<file path="src/hw/rtl/jsu_pkg.sv">
`timescale 1ns / 1ps
// ----------------------------------------------------------------------------
// jsu_pkg
// Shared types, character codes and a hex decoder for the JSON string unescaper.
// ----------------------------------------------------------------------------
package jsu_pkg;

   typedef logic [7:0] byte_type;

   // one result transaction
   typedef struct packed {
      byte_type out_byte;
      logic     byte_valid;
      logic     string_end;
      logic     bad_escape;
   } rsp_item_type;

   localparam int unsigned MAX_RESULTS = 3;

   localparam byte_type CH_QUOTE     = 8'h22;
   localparam byte_type CH_BACKSLASH = 8'h5c;
   localparam byte_type CH_SLASH     = 8'h2f;
   localparam byte_type CH_B         = 8'h62;
   localparam byte_type CH_F         = 8'h66;
   localparam byte_type CH_N         = 8'h6e;
   localparam byte_type CH_R         = 8'h72;
   localparam byte_type CH_T         = 8'h74;
   localparam byte_type CH_U         = 8'h75;

   localparam byte_type CTL_BS  = 8'h08;
   localparam byte_type CTL_FF  = 8'h0c;
   localparam byte_type CTL_LF  = 8'h0a;
   localparam byte_type CTL_CR  = 8'h0d;
   localparam byte_type CTL_TAB = 8'h09;

   // top five bits of a utf-16 surrogate unit
   localparam logic [4:0] SURR_PREFIX = 5'b11011;

   localparam byte_type UTF8_LEAD2 = 8'hc0;
   localparam byte_type UTF8_LEAD3 = 8'he0;
   localparam byte_type UTF8_CONT  = 8'h80;

   // returns {is_hex, value}
   function automatic logic [4:0] hex_decode(input byte_type c);
      byte_type d_num;
      byte_type d_low;
      byte_type d_up;
      logic [4:0] res;
      d_num = c - 8'h30;
      d_low = c - 8'h57;
      d_up  = c - 8'h37;
      if (c >= 8'h30 && c <= 8'h39) begin
         res = {1'b1, d_num[3:0]};
      end else if (c >= 8'h61 && c <= 8'h66) begin
         res = {1'b1, d_low[3:0]};
      end else if (c >= 8'h41 && c <= 8'h46) begin
         res = {1'b1, d_up[3:0]};
      end else begin
         res = 5'd0;
      end
      return res;
   endfunction

endpackage

</file>
<file path="src/hw/rtl/jsu_if.sv">
`timescale 1ns / 1ps
// ----------------------------------------------------------------------------
// jsu_if
// Valid/ready channels carrying raw input bytes and unescaped results.
// ----------------------------------------------------------------------------
interface jsu_req_if;
   logic              valid;
   logic              ready;
   jsu_pkg::byte_type in_byte;
   logic              is_last;

   modport source (output valid, output in_byte, output is_last, input ready);
   modport sink (input valid, input in_byte, input is_last, output ready);
endinterface

interface jsu_rsp_if;
   logic              valid;
   logic              ready;
   jsu_pkg::byte_type out_byte;
   logic              byte_valid;
   logic              string_end;
   logic              bad_escape;

   modport source (output valid, output out_byte, output byte_valid,
                   output string_end, output bad_escape, input ready);
   modport sink (input valid, input out_byte, input byte_valid,
                 input string_end, input bad_escape, output ready);
endinterface

</file>
<file path="src/hw/rtl/json_string_unescape.sv">
`timescale 1ns / 1ps
// The first result of a byte is offered in the cycle after the byte is taken.
// Throughput: one byte per cycle while each byte gives at most one result and
// results are taken; a byte with more results holds the input until only its
// last is left, as the 3-entry buffer drains one result per cycle on one output port.
// Reset: synchronous, active high; clears escape state, drop flag and the buffer.
// ----------------------------------------------------------------------------
// json_string_unescape
// Unescapes a JSON string body one byte per transaction, expanding \u escapes
// to UTF-8 and flagging malformed \u escapes with a single error result.
// ----------------------------------------------------------------------------
module json_string_unescape (
   input  logic            clock,
   input  logic            reset,
   jsu_req_if.sink         req_chan,
   jsu_rsp_if.source       rsp_chan
);

   typedef enum logic [2:0] {
      PH_TEXT = 3'd0,
      PH_ESC  = 3'd1,
      PH_HEX0 = 3'd2,
      PH_HEX1 = 3'd3,
      PH_HEX2 = 3'd4,
      PH_HEX3 = 3'd5
   } phase_type;

   phase_type                phase_ff, phase_in;
   logic [11:0]              accum_ff, accum_in;
   logic                     drop_ff, drop_in;
   jsu_pkg::rsp_item_type    buf_ff [jsu_pkg::MAX_RESULTS];
   jsu_pkg::rsp_item_type    buf_in [jsu_pkg::MAX_RESULTS];
   logic [1:0]               cnt_ff, cnt_in;

   jsu_pkg::rsp_item_type    res [jsu_pkg::MAX_RESULTS];
   logic [1:0]               res_n;
   logic                     req_fire;
   logic                     rsp_fire;
   logic [4:0]               hex;
   logic [15:0]              unit;
   jsu_pkg::byte_type        c;
   logic                     last;

   assign req_chan.ready = (cnt_ff == 2'd0) || (cnt_ff == 2'd1 && rsp_chan.ready);
   assign req_fire       = req_chan.valid && req_chan.ready;
   assign rsp_chan.valid = (cnt_ff != 2'd0);
   assign rsp_fire       = rsp_chan.valid && rsp_chan.ready;

   assign rsp_chan.out_byte   = buf_ff[0].out_byte;
   assign rsp_chan.byte_valid = buf_ff[0].byte_valid;
   assign rsp_chan.string_end = buf_ff[0].string_end;
   assign rsp_chan.bad_escape = buf_ff[0].bad_escape;

   assign c    = req_chan.in_byte;
   assign last = req_chan.is_last;
   assign hex  = jsu_pkg::hex_decode(c);
   assign unit = {accum_ff, hex[3:0]};

   // per-byte decode: next state and up to three results
   always_comb begin
      phase_in = phase_ff;
      accum_in = accum_ff;
      drop_in  = drop_ff;
      res_n    = 2'd0;
      for (int i = 0; i < jsu_pkg::MAX_RESULTS; i++) begin
         res[i] = '0;
      end

      if (drop_ff) begin
         if (last) begin
            drop_in  = 1'b0;
            phase_in = PH_TEXT;
            accum_in = 12'd0;
         end
      end else begin
         unique case (phase_ff)
            PH_ESC: begin
               phase_in = PH_TEXT;
               res_n    = 2'd1;
               res[0]   = '{out_byte: c, byte_valid: 1'b1, string_end: last,
                            bad_escape: 1'b0};
               unique case (c)
                  jsu_pkg::CH_QUOTE, jsu_pkg::CH_BACKSLASH, jsu_pkg::CH_SLASH: begin
                  end
                  jsu_pkg::CH_B: res[0].out_byte = jsu_pkg::CTL_BS;
                  jsu_pkg::CH_F: res[0].out_byte = jsu_pkg::CTL_FF;
                  jsu_pkg::CH_N: res[0].out_byte = jsu_pkg::CTL_LF;
                  jsu_pkg::CH_R: res[0].out_byte = jsu_pkg::CTL_CR;
                  jsu_pkg::CH_T: res[0].out_byte = jsu_pkg::CTL_TAB;
                  jsu_pkg::CH_U: begin
                     if (last) begin
                        res[0] = '{out_byte: 8'd0, byte_valid: 1'b0,
                                   string_end: 1'b1, bad_escape: 1'b1};
                        accum_in = 12'd0;
                     end else begin
                        res_n    = 2'd0;
                        phase_in = PH_HEX0;
                        accum_in = 12'd0;
                     end
                  end
                  default: begin
                     // unknown escape goes out literally as two bytes
                     res_n  = 2'd2;
                     res[0] = '{out_byte: jsu_pkg::CH_BACKSLASH, byte_valid: 1'b1,
                                string_end: 1'b0, bad_escape: 1'b0};
                     res[1] = '{out_byte: c, byte_valid: 1'b1, string_end: last,
                                bad_escape: 1'b0};
                  end
               endcase
            end
            PH_HEX0, PH_HEX1, PH_HEX2, PH_HEX3: begin
               if (!hex[4] || (phase_ff != PH_HEX3 && last) ||
                   (phase_ff == PH_HEX3 && unit[15:11] == jsu_pkg::SURR_PREFIX)) begin
                  // bad, short or surrogate unit ends the string with an error
                  phase_in = PH_TEXT;
                  accum_in = 12'd0;
                  drop_in  = !last;
                  res_n    = 2'd1;
                  res[0]   = '{out_byte: 8'd0, byte_valid: 1'b0, string_end: 1'b1,
                               bad_escape: 1'b1};
               end else if (phase_ff != PH_HEX3) begin
                  accum_in = {accum_ff[7:0], hex[3:0]};
                  unique case (phase_ff)
                     PH_HEX0: phase_in = PH_HEX1;
                     PH_HEX1: phase_in = PH_HEX2;
                     default: phase_in = PH_HEX3;
                  endcase
               end else begin
                  phase_in = PH_TEXT;
                  accum_in = 12'd0;
                  if (unit[15:7] == 9'd0) begin
                     res_n  = 2'd1;
                     res[0] = '{out_byte: unit[7:0], byte_valid: 1'b1,
                                string_end: last, bad_escape: 1'b0};
                  end else if (unit[15:11] == 5'd0) begin
                     res_n  = 2'd2;
                     res[0] = '{out_byte: jsu_pkg::UTF8_LEAD2 | {3'd0, unit[10:6]},
                                byte_valid: 1'b1, string_end: 1'b0, bad_escape: 1'b0};
                     res[1] = '{out_byte: jsu_pkg::UTF8_CONT | {2'd0, unit[5:0]},
                                byte_valid: 1'b1, string_end: last, bad_escape: 1'b0};
                  end else begin
                     res_n  = 2'd3;
                     res[0] = '{out_byte: jsu_pkg::UTF8_LEAD3 | {4'd0, unit[15:12]},
                                byte_valid: 1'b1, string_end: 1'b0, bad_escape: 1'b0};
                     res[1] = '{out_byte: jsu_pkg::UTF8_CONT | {2'd0, unit[11:6]},
                                byte_valid: 1'b1, string_end: 1'b0, bad_escape: 1'b0};
                     res[2] = '{out_byte: jsu_pkg::UTF8_CONT | {2'd0, unit[5:0]},
                                byte_valid: 1'b1, string_end: last, bad_escape: 1'b0};
                  end
               end
            end
            default: begin
               phase_in = PH_TEXT;
               accum_in = 12'd0;
               if (c == jsu_pkg::CH_BACKSLASH && !last) begin
                  phase_in = PH_ESC;
               end else begin
                  res_n  = 2'd1;
                  res[0] = '{out_byte: c, byte_valid: 1'b1, string_end: last,
                             bad_escape: 1'b0};
               end
            end
         endcase
      end
   end

   // result buffer: load on a new transaction, else shift out on a pop
   always_comb begin
      cnt_in = cnt_ff;
      for (int i = 0; i < jsu_pkg::MAX_RESULTS; i++) begin
         buf_in[i] = buf_ff[i];
      end
      if (req_fire) begin
         cnt_in = res_n;
         for (int i = 0; i < jsu_pkg::MAX_RESULTS; i++) begin
            buf_in[i] = res[i];
         end
      end else if (rsp_fire) begin
         cnt_in    = cnt_ff - 2'd1;
         buf_in[0] = buf_ff[1];
         buf_in[1] = buf_ff[2];
      end
   end

   always_ff @(posedge clock) begin
      for (int i = 0; i < jsu_pkg::MAX_RESULTS; i++) begin
         buf_ff[i] <= buf_in[i];
      end
      if (reset) begin
         cnt_ff   <= 2'd0;
         phase_ff <= PH_TEXT;
         accum_ff <= 12'd0;
         drop_ff  <= 1'b0;
      end else begin
         cnt_ff <= cnt_in;
         if (req_fire) begin
            phase_ff <= phase_in;
            accum_ff <= accum_in;
            drop_ff  <= drop_in;
         end
      end
   end

`ifndef SYNTH
   a_no_accept_with_backlog: assert property (@(posedge clock) disable iff (reset)
      req_fire |-> (cnt_ff == 2'd0 || (cnt_ff == 2'd1 && rsp_fire)))
      else $error("transaction accepted while older results were still buffered");

   a_error_result_shape: assert property (@(posedge clock) disable iff (reset)
      (rsp_chan.valid && rsp_chan.bad_escape) |->
         (rsp_chan.string_end && !rsp_chan.byte_valid && rsp_chan.out_byte == 8'd0))
      else $error("error result without end of string or with data");

   a_drop_after_error: assert property (@(posedge clock) disable iff (reset)
      $rose(drop_ff) |-> ($past(req_fire) && rsp_chan.valid && rsp_chan.bad_escape))
      else $error("drop mode entered without an error result");

   a_drop_in_text: assert property (@(posedge clock) disable iff (reset)
      drop_ff |-> (phase_ff == PH_TEXT && accum_ff == 12'd0))
      else $error("escape state left over while dropping input");
`endif

endmodule
</file>
<file path="src/flat_wrapper.sv">
// flat-port wrapper written by rule: the top's interface ports become plain ports
module json_string_unescape_flat 
  (clock, reset, req_chan_valid, req_chan_in_byte, req_chan_is_last, req_chan_ready, rsp_chan_valid, rsp_chan_out_byte, rsp_chan_byte_valid, rsp_chan_string_end, rsp_chan_bad_escape, rsp_chan_ready);
  jsu_req_if req_chan_i ();
  jsu_rsp_if rsp_chan_i ();
  input  logic clock;
  input  logic reset;
  input wire logic [$bits(req_chan_i.valid)-1:0] req_chan_valid;
  input wire logic [$bits(req_chan_i.in_byte)-1:0] req_chan_in_byte;
  input wire logic [$bits(req_chan_i.is_last)-1:0] req_chan_is_last;
  output wire logic [$bits(req_chan_i.ready)-1:0] req_chan_ready;
  output wire logic [$bits(rsp_chan_i.valid)-1:0] rsp_chan_valid;
  output wire logic [$bits(rsp_chan_i.out_byte)-1:0] rsp_chan_out_byte;
  output wire logic [$bits(rsp_chan_i.byte_valid)-1:0] rsp_chan_byte_valid;
  output wire logic [$bits(rsp_chan_i.string_end)-1:0] rsp_chan_string_end;
  output wire logic [$bits(rsp_chan_i.bad_escape)-1:0] rsp_chan_bad_escape;
  input wire logic [$bits(rsp_chan_i.ready)-1:0] rsp_chan_ready;
  assign req_chan_i.valid = req_chan_valid;
  assign req_chan_i.in_byte = req_chan_in_byte;
  assign req_chan_i.is_last = req_chan_is_last;
  assign req_chan_ready = req_chan_i.ready;
  assign rsp_chan_valid = rsp_chan_i.valid;
  assign rsp_chan_out_byte = rsp_chan_i.out_byte;
  assign rsp_chan_byte_valid = rsp_chan_i.byte_valid;
  assign rsp_chan_string_end = rsp_chan_i.string_end;
  assign rsp_chan_bad_escape = rsp_chan_i.bad_escape;
  assign rsp_chan_i.ready = rsp_chan_ready;
  json_string_unescape u_core (.clock(clock), .reset(reset), .req_chan(req_chan_i), .rsp_chan(rsp_chan_i));
endmodule
</file>
<file path="config.mk">
export PLATFORM = sky130hd
export DESIGN_NAME = json_string_unescape_flat
export DESIGN_NICKNAME = d
export VERILOG_FILES = /design/src/hw/rtl/jsu_pkg.sv /design/src/hw/rtl/jsu_if.sv /design/src/hw/rtl/json_string_unescape.sv /design/src/flat_wrapper.sv
export SDC_FILE = /design/constraint.sdc
export NUM_CORES = 1
export LEC_CHECK = 0
export CORE_AREA = 2 2 91 93
export DETAILED_ROUTE_END_ITERATION = 8
export DIE_AREA = 0 0 93 95
export DONT_BUFFER_PORTS = 1
export PLACE_DENSITY = 0.51
export SETUP_SLACK_MARGIN = 0.5
export SLEW_MARGIN = 20
export SYNTH_ARGS = -nofsm -noshare
export SYNTH_HDL_FRONTEND = slang
export SYNTH_SLANG_ARGS = --single-unit
</file>
<file path="constraint.sdc">
create_clock -name clock -period 3 [get_ports clock]
set_input_delay 0 -clock clock [delete_from_list [all_inputs] [get_ports clock]]
set_output_delay 0 -clock clock [all_outputs]
set_load 0.05 [all_outputs]
</file>
# Word-level counts from Yosys, hierarchy flattened
# Memory sizes are Yosys's and may differ from the RTL's.
# Cells that the tools add are included.
# word_totals
n_memories	1
wordCells	116
input_bits	13
out_inout_bits	13
mem_bits_rw	33
ff_bits	18
# op_classes
reduce_logical	25
order_cmp	6
muxes	57
n_eq_ne	19
add_sub_neg	4
# mem_list
memory	words	width	read_ports	rd_clocked_by_memory_dff	write_ports	line	rtl
u_core.buf_ff	3	11	3	0	3	json_string_unescape.sv:31	jsu_pkg::rsp_item_type buf_ff [jsu_pkg::MAX_RESULTS];
# op_table
cell	count
22-bit two-way mux	9
11-bit two-way mux	8
33-bit two-way mux	2
12-bit two-way mux	5
8-bit by 7-bit equality test with 1-bit output (second input constant)	7
8-bit case mux with 7 select lines	1
11-bit case mux with 2 select lines	2
12-bit case mux with 2 select lines	1
20-bit two-way mux	1
3-bit case mux with 2 select lines	3
8-bit by 6-bit equality test with 1-bit output (second input constant)	2
8-bit by 7-bit >= comparator with 1-bit output (second input constant)	2
8-bit by 7-bit <= comparator with 1-bit output (second input constant)	2
3-bit two-way mux	5
5-bit two-way mux	3
2-bit two-way mux	7
1-bit logical AND	9
9-bit zero test	1
9-bit OR reduction	1
8-bit by 6-bit >= comparator with 1-bit output (second input constant)	1
8-bit by 6-bit <= comparator with 1-bit output (second input constant)	1
1-bit two-way mux	8
2-bit case mux with 2 select lines	2
8-bit OR reduction	1
other kinds (20)	27

# Logic depth before layout (Yosys ltp)
# Gate-level depths: netlist of run 1.
# logic_depth
depth_word	17
depth_mapped	10
mapped_depth_nobuf	9

# Worst setup path before layout of run 1
# No wires, ideal clock.
# synth_timing
path_type	flip-flop to flip-flop
start	register u_core.cnt_ff[0]
end	register u_core.accum_ff[2]
t_required_ns	2.930
path_stages_with_launch	11
synth_period_minus_slack_ns	2.449
slack_ns	0.551
path_buffers	1
setup_time_ns	0.070
arrival_time_ns	2.378
path_cell_list	dfxtp_1 -> inv_1 -> ha_1 -> a21o_1 -> nand2_1 -> inv_1 -> o21ai_0 -> a31oi_1 -> clkbuf_1 -> nand3_1 -> a21oi_1
# synth_via
elab_chain_len	5
elab_cells_between_ends	6
cone_classes	eq/ne: 1; reduce/logical: 5
# synth_lines
item	line	rtl
start: declaration	json_string_unescape.sv:33	logic [1:0] cnt_ff, cnt_in;
start signal: assignment	json_string_unescape.sv:195	cnt_ff <= cnt_in;
2-bit by 1-bit equality test with 1-bit output	json_string_unescape.sv:44	assign req_chan.ready = (cnt_ff == 2'd0) || (cnt_ff == 2'd1 && rsp_chan.ready);
1-bit logical AND	json_string_unescape.sv:44	
1-bit logical OR (*)	json_string_unescape.sv:44	
via req_chan_ready	flat_wrapper.sv:11	output wire logic [$bits(req_chan_i.ready)-1:0] req_chan_ready;
1-bit logical AND (*)	json_string_unescape.sv:45	assign req_fire = req_chan.valid && req_chan.ready;
via u_core.req_fire	json_string_unescape.sv:37	logic req_fire;
3-bit AND reduction (no source line) (*)	n/a	
end signal: assignment	json_string_unescape.sv:198	accum_ff <= accum_in;
end: declaration	json_string_unescape.sv:29	logic [11:0] accum_ff, accum_in;
# The timed path passes the listed nets; every way through them passes the cells marked *.
# A chain may end at the register's enable or synchronous reset.

==> results of run 1 <==
## metrics by stage
step,total power [mW],instance area [um^2]
floorplan,1.618,3073
global placement,1.725,3158
detailed placement,1.726,3158
CTS,2.141,3354
global route,2.237,3373
finish,2.134,3373
## state kept, by name, indices dropped and copies added (netlist names)
register / flops
u_core.buf_ff: 29
u_core.accum_ff: 12
u_core.phase_ff: 3
u_core.cnt_ff: 2
u_core.drop_ff: 1
## cell families after synthesis
group / synth area share
and+or+nand+nor: 0.2549
DFF: 0.4007
buffers and inverters: 0.06637
AOI/OAI and AO/OA: 0.2288
xor gates and xnor gates: 0.008552
muxes: 0.01629
adders and majority gates: 0.02443
## report_power, final
group          internal, mW  switching [mW]
clock                 0.185           0.215
sequential            0.897           0.276
combinational         0.173           0.388
total                  1.26           0.879
## worst min path at each step
stage,from,endpoint,slack (ns),depth (start not counted)
after floorplan,req_chan_in_byte[0],u_core.buf_ff[0][14]$_DFFE_PP_,0.17,2
after global placement,reset,u_core.phase_ff[1]$_SDFFE_PP0P_,0.07,1
after detailed placement,reset,u_core.phase_ff[1]$_SDFFE_PP0P_,0.08,1
after CTS,req_chan_in_byte[4],u_core.buf_ff[0][7]$_DFFE_PP_,0.02,2
after global routing,req_chan_is_last,u_core.buf_ff[0][12]$_DFFE_PP_,0.03,2
final,req_chan_in_byte[4],u_core.buf_ff[0][7]$_DFFE_PP_,0.03,2
## placed cells by master, fill, tap and decap left out, types with 2 or more instances in the layout
cell	instances
or4_1	4
mux2i_1	5
o41ai_1	2
o211ai_1	6
a21oi_1	38
and3_1	6
o21ai_0	19
nor4_2	2
nand3_1	19
a31oi_1	6
nand4b_1	2
nor3_1	18
a2111oi_0	2
and2_1	2
dlygate4sd3_1	10
ha_1	6
nand3b_1	3
buf_4	14
a211oi_1	3
clkbuf_8	6
a21o_1	4
nand2b_1	3
nand2_1	49
nor2_1	22
xnor2_1	2
a2bb2oi_1	2
dfxtp_1	18
edfxtp_1	29
inv_1	14
o21bai_1	2
or3_1	7
o21ai_1	4
nor4_1	4
a22oi_1	5
## layout make-up
cell class	instances	area, um^2
fill	833	4554
multi-input combinational	277	1663
sequential	47	1231
timing repair buffer	24	205.2
tap	105	131.4
clock buffer	7	86.33
inverter	14	52.55
clock inverter	1	3.754
## routing by layer
layer | wire [um] | track usage
met5 | 0 | 0
met4 | 157 | 0.06250
met3 | 511 | 0.02873
met2 | 4588 | 0.3708
met1 | 4218 | 0.2955
## timing repair
item | CTS | global route
endpoints found under the setup margin | 1 | 12
setup buffers | 0 | 0
resized for setup | 1 | 4
hold endpoints to repair | 29 | 0
hold buffers | 10 | 0
==> impl_metrics.env, run 1 <==
export IMPL_startpoint_type="register"
export IMPL_r2r_end="u_core.buf_ff[0][1]$_DFFE_PP_"
export IMPL_cts_sinks=47
export IMPL_finalNonFillerCells=475
export IMPL_antenna_found_initial=0
export IMPL_rr_startpoint="u_core.phase_ff[1]$_SDFFE_PP0P_"
export IMPL_drt_initial_drc_count=245
export IMPL_max_cap_viol_count=0
export IMPL_yosys_warnings=0
export IMPL_period_minus_slack_ns=2.358
export IMPL_path_class="register to register"
export IMPL_track_usage=0.2195
export IMPL_drc=0
export IMPL_synth_nets=383
export IMPL_io_buffers=0
export IMPL_ys_top_cells_by_area="edfxtp_1 28%, dfxtp_1 12%, a21oi_1 6.2%"
export IMPL_yosysMostFrequentCell="nand2_1"
export IMPL_grt_max_degree=23
export IMPL_syn_area_um2=3073
export IMPL_synth_top_area_frac=0.2834
export IMPL_synthFlopType="edfxtp_1"
export IMPL_core_area_um2=7928
export IMPL_synth_edff_count=29
export IMPL_async_reset_ff_frac=0
export IMPL_cts_buffers_inserted=5
export IMPL_grt_pass1_wl_um=14900
export IMPL_status="completed"
export IMPL_yosys_area_top_type="edfxtp_1"
export IMPL_synth_yosys_seq_area_share=0.4007
export IMPL_cp_slowest_cell="dfxtp_1"
export IMPL_area_delta_synth_final_pct=9.772
export IMPL_worst_path_stages=6
export IMPL_clkTransAtPathRegs_ns=0.09
export IMPL_rsz0062_at_grt="true"
export IMPL_place_ws_ns=0.4698
export IMPL_cts_tree="yes"
export IMPL_clock_skew_ns=0.01028
export IMPL_fmaxAchievable_mhz=424.1
export IMPL_drt_pass1_iterations=5
export IMPL_die_h_um=95
export IMPL_initial_core_util=0.3876
export IMPL_worst_slew_pin_slew_ns=0.7961
export IMPL_layout_drive_gt1_share=0.08108
export IMPL_power_density_nw_per_um2=632.6
export IMPL_worst_slack_ns=0.6419
export IMPL_hold_viol_final=0
export IMPL_place_inst=457
export IMPL_fin_hold_ws_ns=0.03358
export IMPL_hold_path_class="primary input to register"
export IMPL_nets=388
export IMPL_cp_endpoint="u_core.buf_ff[0][1]$_DFFE_PP_"
export IMPL_max_slew_margin=0.4675
export IMPL_hpwl_um=6904
export IMPL_fin_crit_sh=0.7860
export IMPL_tns_ns=0
export IMPL_path_cells="and3b_1, o21ai_1, a21boi_0, or2_1, a2bb2oi_1, o21ai_0"
export IMPL_clkLatencyLatePin_ns=0.31
export IMPL_place_congestion=0.8725
export IMPL_yosysUniqueCellTypes=62
export IMPL_dieArea_um2=8835
export IMPL_routed_wl_um=9475
export IMPL_post_drt_wl_per_cell_um=19.95
export IMPL_ant_nets=0
export IMPL_slew_viol_final=0
export IMPL_synthCells=364
export IMPL_rows=33
export IMPL_required_ns=3.12
export IMPL_yosys_top_cells_count="49 x nand2_1, 38 x a21oi_1, 29 x edfxtp_1"
export IMPL_fp_dieW_um=93
export IMPL_critPathTopFamily="compound AO/OA/AOI/OAI gates"
export IMPL_htree_levels=2
export IMPL_yosys_register_bits=47
export IMPL_setup_worst_path_end_class="register"
export IMPL_diodes=0
export IMPL_setup_viol=0
export IMPL_path_max_fanout=13
export IMPL_crit_start="u_core.phase_ff[1]$_SDFFE_PP0P_"
export IMPL_slowest_delay_ns=0.58
export IMPL_arrival_ns=2.47
export IMPL_detail_route_vias_per_cell=6.076
export IMPL_ir_drop_uv=170.0
export IMPL_cp_num_buf_inv=0
export IMPL_grt_pass1_vias=2696
export IMPL_clockRootBuffer="clkbuf_8"
export IMPL_p_leak_nw=1.218
export IMPL_io_pins=26
export IMPL_rrSetupSlack_ns=0.64
export IMPL_overflow=0
export IMPL_avgSynthCellArea_um2=8.442
export IMPL_reg2reg_depth=6
export IMPL_post_route_util=0.4255
export IMPL_num_vias=2886
export IMPL_clockBufferDepth=2
Note: power is estimated with default switching activity, not from simulation.
==> run 2, diff against run 1 <==
==> constraint.sdc (replaced) <==
create_clock -name clock -period 2.19 [get_ports clock]
set_input_delay 0 -clock clock [delete_from_list [all_inputs] [get_ports clock]]
set_output_delay 0 -clock clock [all_outputs]
set_load 0.05 [all_outputs]
==> run 2 against run 1 <==
Compared with the run above: cell count is 13% higher; final area is 32% higher; hold slack worse by 0.021 ns; fmax is 26% higher; combinational power is 110% higher; largest power group unchanged; power is 57% higher; clock power is 40% higher; setup slack worse by 0.32 ns.
==> impl_metrics.env, run 2 (synthesized netlist as in run 1, its figures left out) <==
export IMPL_clkTransAtPathRegs_ns=0.10
export IMPL_layout_common_cells="59 x buf_4, 41 x nand2_1, 29 x a21oi_1, 29 x edfxtp_1, 17 x nor2_1"
export IMPL_largest_register_ff_count=29
export IMPL_cts_sinks=47
export IMPL_reg2reg_depth=7
export IMPL_clkLatencyLatePin_ns=0.31
export IMPL_tns_ns=0
export IMPL_drc=0
export IMPL_grt_pass1_wl_um=17450
export IMPL_grt_pass1_vias=3228
export IMPL_hpwl_um=7623
export IMPL_period_minus_slack_ns=1.865
export IMPL_clockBufferDepth=2
export IMPL_rrSetupSlack_ns=0.32
export IMPL_power_density_nw_per_um2=752.8
export IMPL_arrival_ns=2.03
export IMPL_use_met1=0.3171
export IMPL_die_h_um=95
export IMPL_grt_max_degree=21
export IMPL_rsz0062_at_grt="true"
export IMPL_power_mw=3.349
export IMPL_place_congestion=0.9484
export IMPL_overflow=0
export IMPL_final_common_cell="buf_4"
export IMPL_diodes=0
export IMPL_status="completed"
export IMPL_fin_crit_sh=0.8517
export IMPL_htree_levels=2
export IMPL_clockRootBuffer="clkbuf_8"
export IMPL_num_vias=3201
export IMPL_critPathTopFamily="compound AO/OA/AOI/OAI gates"
export IMPL_stdcell_area_um2=4449
export IMPL_antenna_found_initial=0
export IMPL_dieArea_um2=8835
export IMPL_cts_tree="yes"
export IMPL_crit_start="u_core.accum_ff[9]$_SDFFE_PP0P_"
export IMPL_grt_util_met3=0.04948
export IMPL_cp_slowest_cell="dfxtp_4"
export IMPL_top_regs="u_core.buf_ff x29, u_core.accum_ff x12, u_core.phase_ff x3"
export IMPL_holdCritStartpoint="req_chan_in_byte[1]"
export IMPL_track_usage=0.2599
export IMPL_io_pins=26
export IMPL_slew_viol_final=0
export IMPL_hold_path_class="primary input to register"
export IMPL_max_cap_viol_count=0
export IMPL_fin_hold_ws_ns=0.01216
export IMPL_hold_viol_final=0
export IMPL_io_buffers=0
export IMPL_cp_num_buf_inv=2
export IMPL_setup_viol=0
export IMPL_place_inst=478
export IMPL_rr_startpoint="u_core.accum_ff[9]$_SDFFE_PP0P_"
export IMPL_required_ns=2.35
export IMPL_fmaxAchievable_mhz=536.1
export IMPL_core_area_um2=7928
export IMPL_r2r_end="u_core.buf_ff[0][4]$_DFFE_PP_"
export IMPL_ir_drop_uv=316.7
export IMPL_finalNonFillerCells=535
export IMPL_ant_nets=0
export IMPL_path_max_fanout=6
export IMPL_cpMostUsedCell="buf_4"
export IMPL_nets=448
export IMPL_path_class="register to register"
export IMPL_grt_busiest_layer="met2"
export IMPL_max_slew_margin=0.4385
export IMPL_hold_path_cell_count=2
export IMPL_placed_area_um2=3512
export IMPL_drt_pass1_iterations=5
export IMPL_hold_end="u_core.buf_ff[0][4]$_DFFE_PP_"
export IMPL_grtUsageMet2=0.4372
export IMPL_rows=33
export IMPL_largest_register="u_core.buf_ff"
export IMPL_fp_dieW_um=93
export IMPL_drt_initial_drc_count=281
export IMPL_startpoint_type="register"
export IMPL_worst_slew_pin_slew_ns=0.8395
export IMPL_layout_drive_gt1_share=0.4140
export IMPL_clock_skew_ns=0.01419
export IMPL_area_delta_synth_final_pct=44.79
export IMPL_routed_wl_um=11140
export IMPL_post_drt_wl_per_cell_um=20.83
export IMPL_setup_worst_path_end_class="register"
export IMPL_p_leak_nw=1.647
export IMPL_path_cells="buf_4, nor4_4, nand2_2, buf_4, o21bai_1, a32oi_2, o21ai_1"
export IMPL_detail_route_vias_per_cell=5.983
export IMPL_initial_core_util=0.3876
export IMPL_slowest_delay_ns=0.36
export IMPL_cts_buffers_inserted=5
==> run 2: worst max path at each step <==
| stage | to | slack [ns] | cells after the start |
|---|---|---|---|
| floorplan | u_core.phase_ff[2]$_SDFFE_PP0P_ | 0.39 | 7 |
| global placement | u_core.cnt_ff[0]$_SDFFE_PP0P_ | 0.03 | 6 |
| detailed placement | u_core.cnt_ff[0]$_SDFFE_PP0P_ | -0.06 | 6 |
| CTS | u_core.buf_ff[0][14]$_DFFE_PP_ | 0.36 | 7 |
| global route | u_core.buf_ff[0][4]$_DFFE_PP_ | 0.26 | 7 |
| finish | u_core.buf_ff[0][4]$_DFFE_PP_ | 0.32 | 7 |
==> run 2: where the power goes <==
part           total (mW)  switching [mW]  leakage, nW  internal, mW
Clock               0.559           0.330       0.0408         0.229
Sequential           1.62           0.393        0.444          1.23
Combinational        1.17           0.672         1.16         0.498
==> run 2: layout make-up <==
cell class                      count  area (um^2)
Tap cell                          105        131.4
Multi-Input combinational cell    277         2146
Fill cell                         736         3478
Sequential cell                    47         1264
Clock buffer                        5        68.82
Clock inverter                      3        23.77
Timing Repair Buffer               84        747.0
Inverter                           14        68.82
==> run 2: what timing repair did <==
action / CTS / global route
setup buffers: 21 / 13
gates cloned: 2 / 0
gates resized for setup: 74 / 33
hold buffers: 10 / 3
pin swaps: 33 / 19
hold endpoints to repair: 26 / 3
setup endpoints to repair: 47 / 66
==> run 2: layer usage <==
metal,vias to the layer above,share of wire
met1,1531,0.41
met2,138,0.47
met4,0,0.059
met5,-,0
met3,48,0.061
li1,1484,-
==> run 2: per-stage QoR <==
stage	util	worst slack (ns)
global placement	0.4430	0.02626
detailed placement	0.4430	-0.05615
floorplan	-	0.3878
CTS	0.5278	0.3601
finish	0.5612	0.3248
global route	0.5612	0.2585
==> run 2: worst reg2reg max path, cell delays in order (launching register included) <==
cell	delay [ns]
dfxtp_4	0.36
buf_4	0.14
nor4_4	0.33
nand2_2	0.16
buf_4	0.18
o21bai_1	0.21
a32oi_2	0.16
o21ai_1	0.18
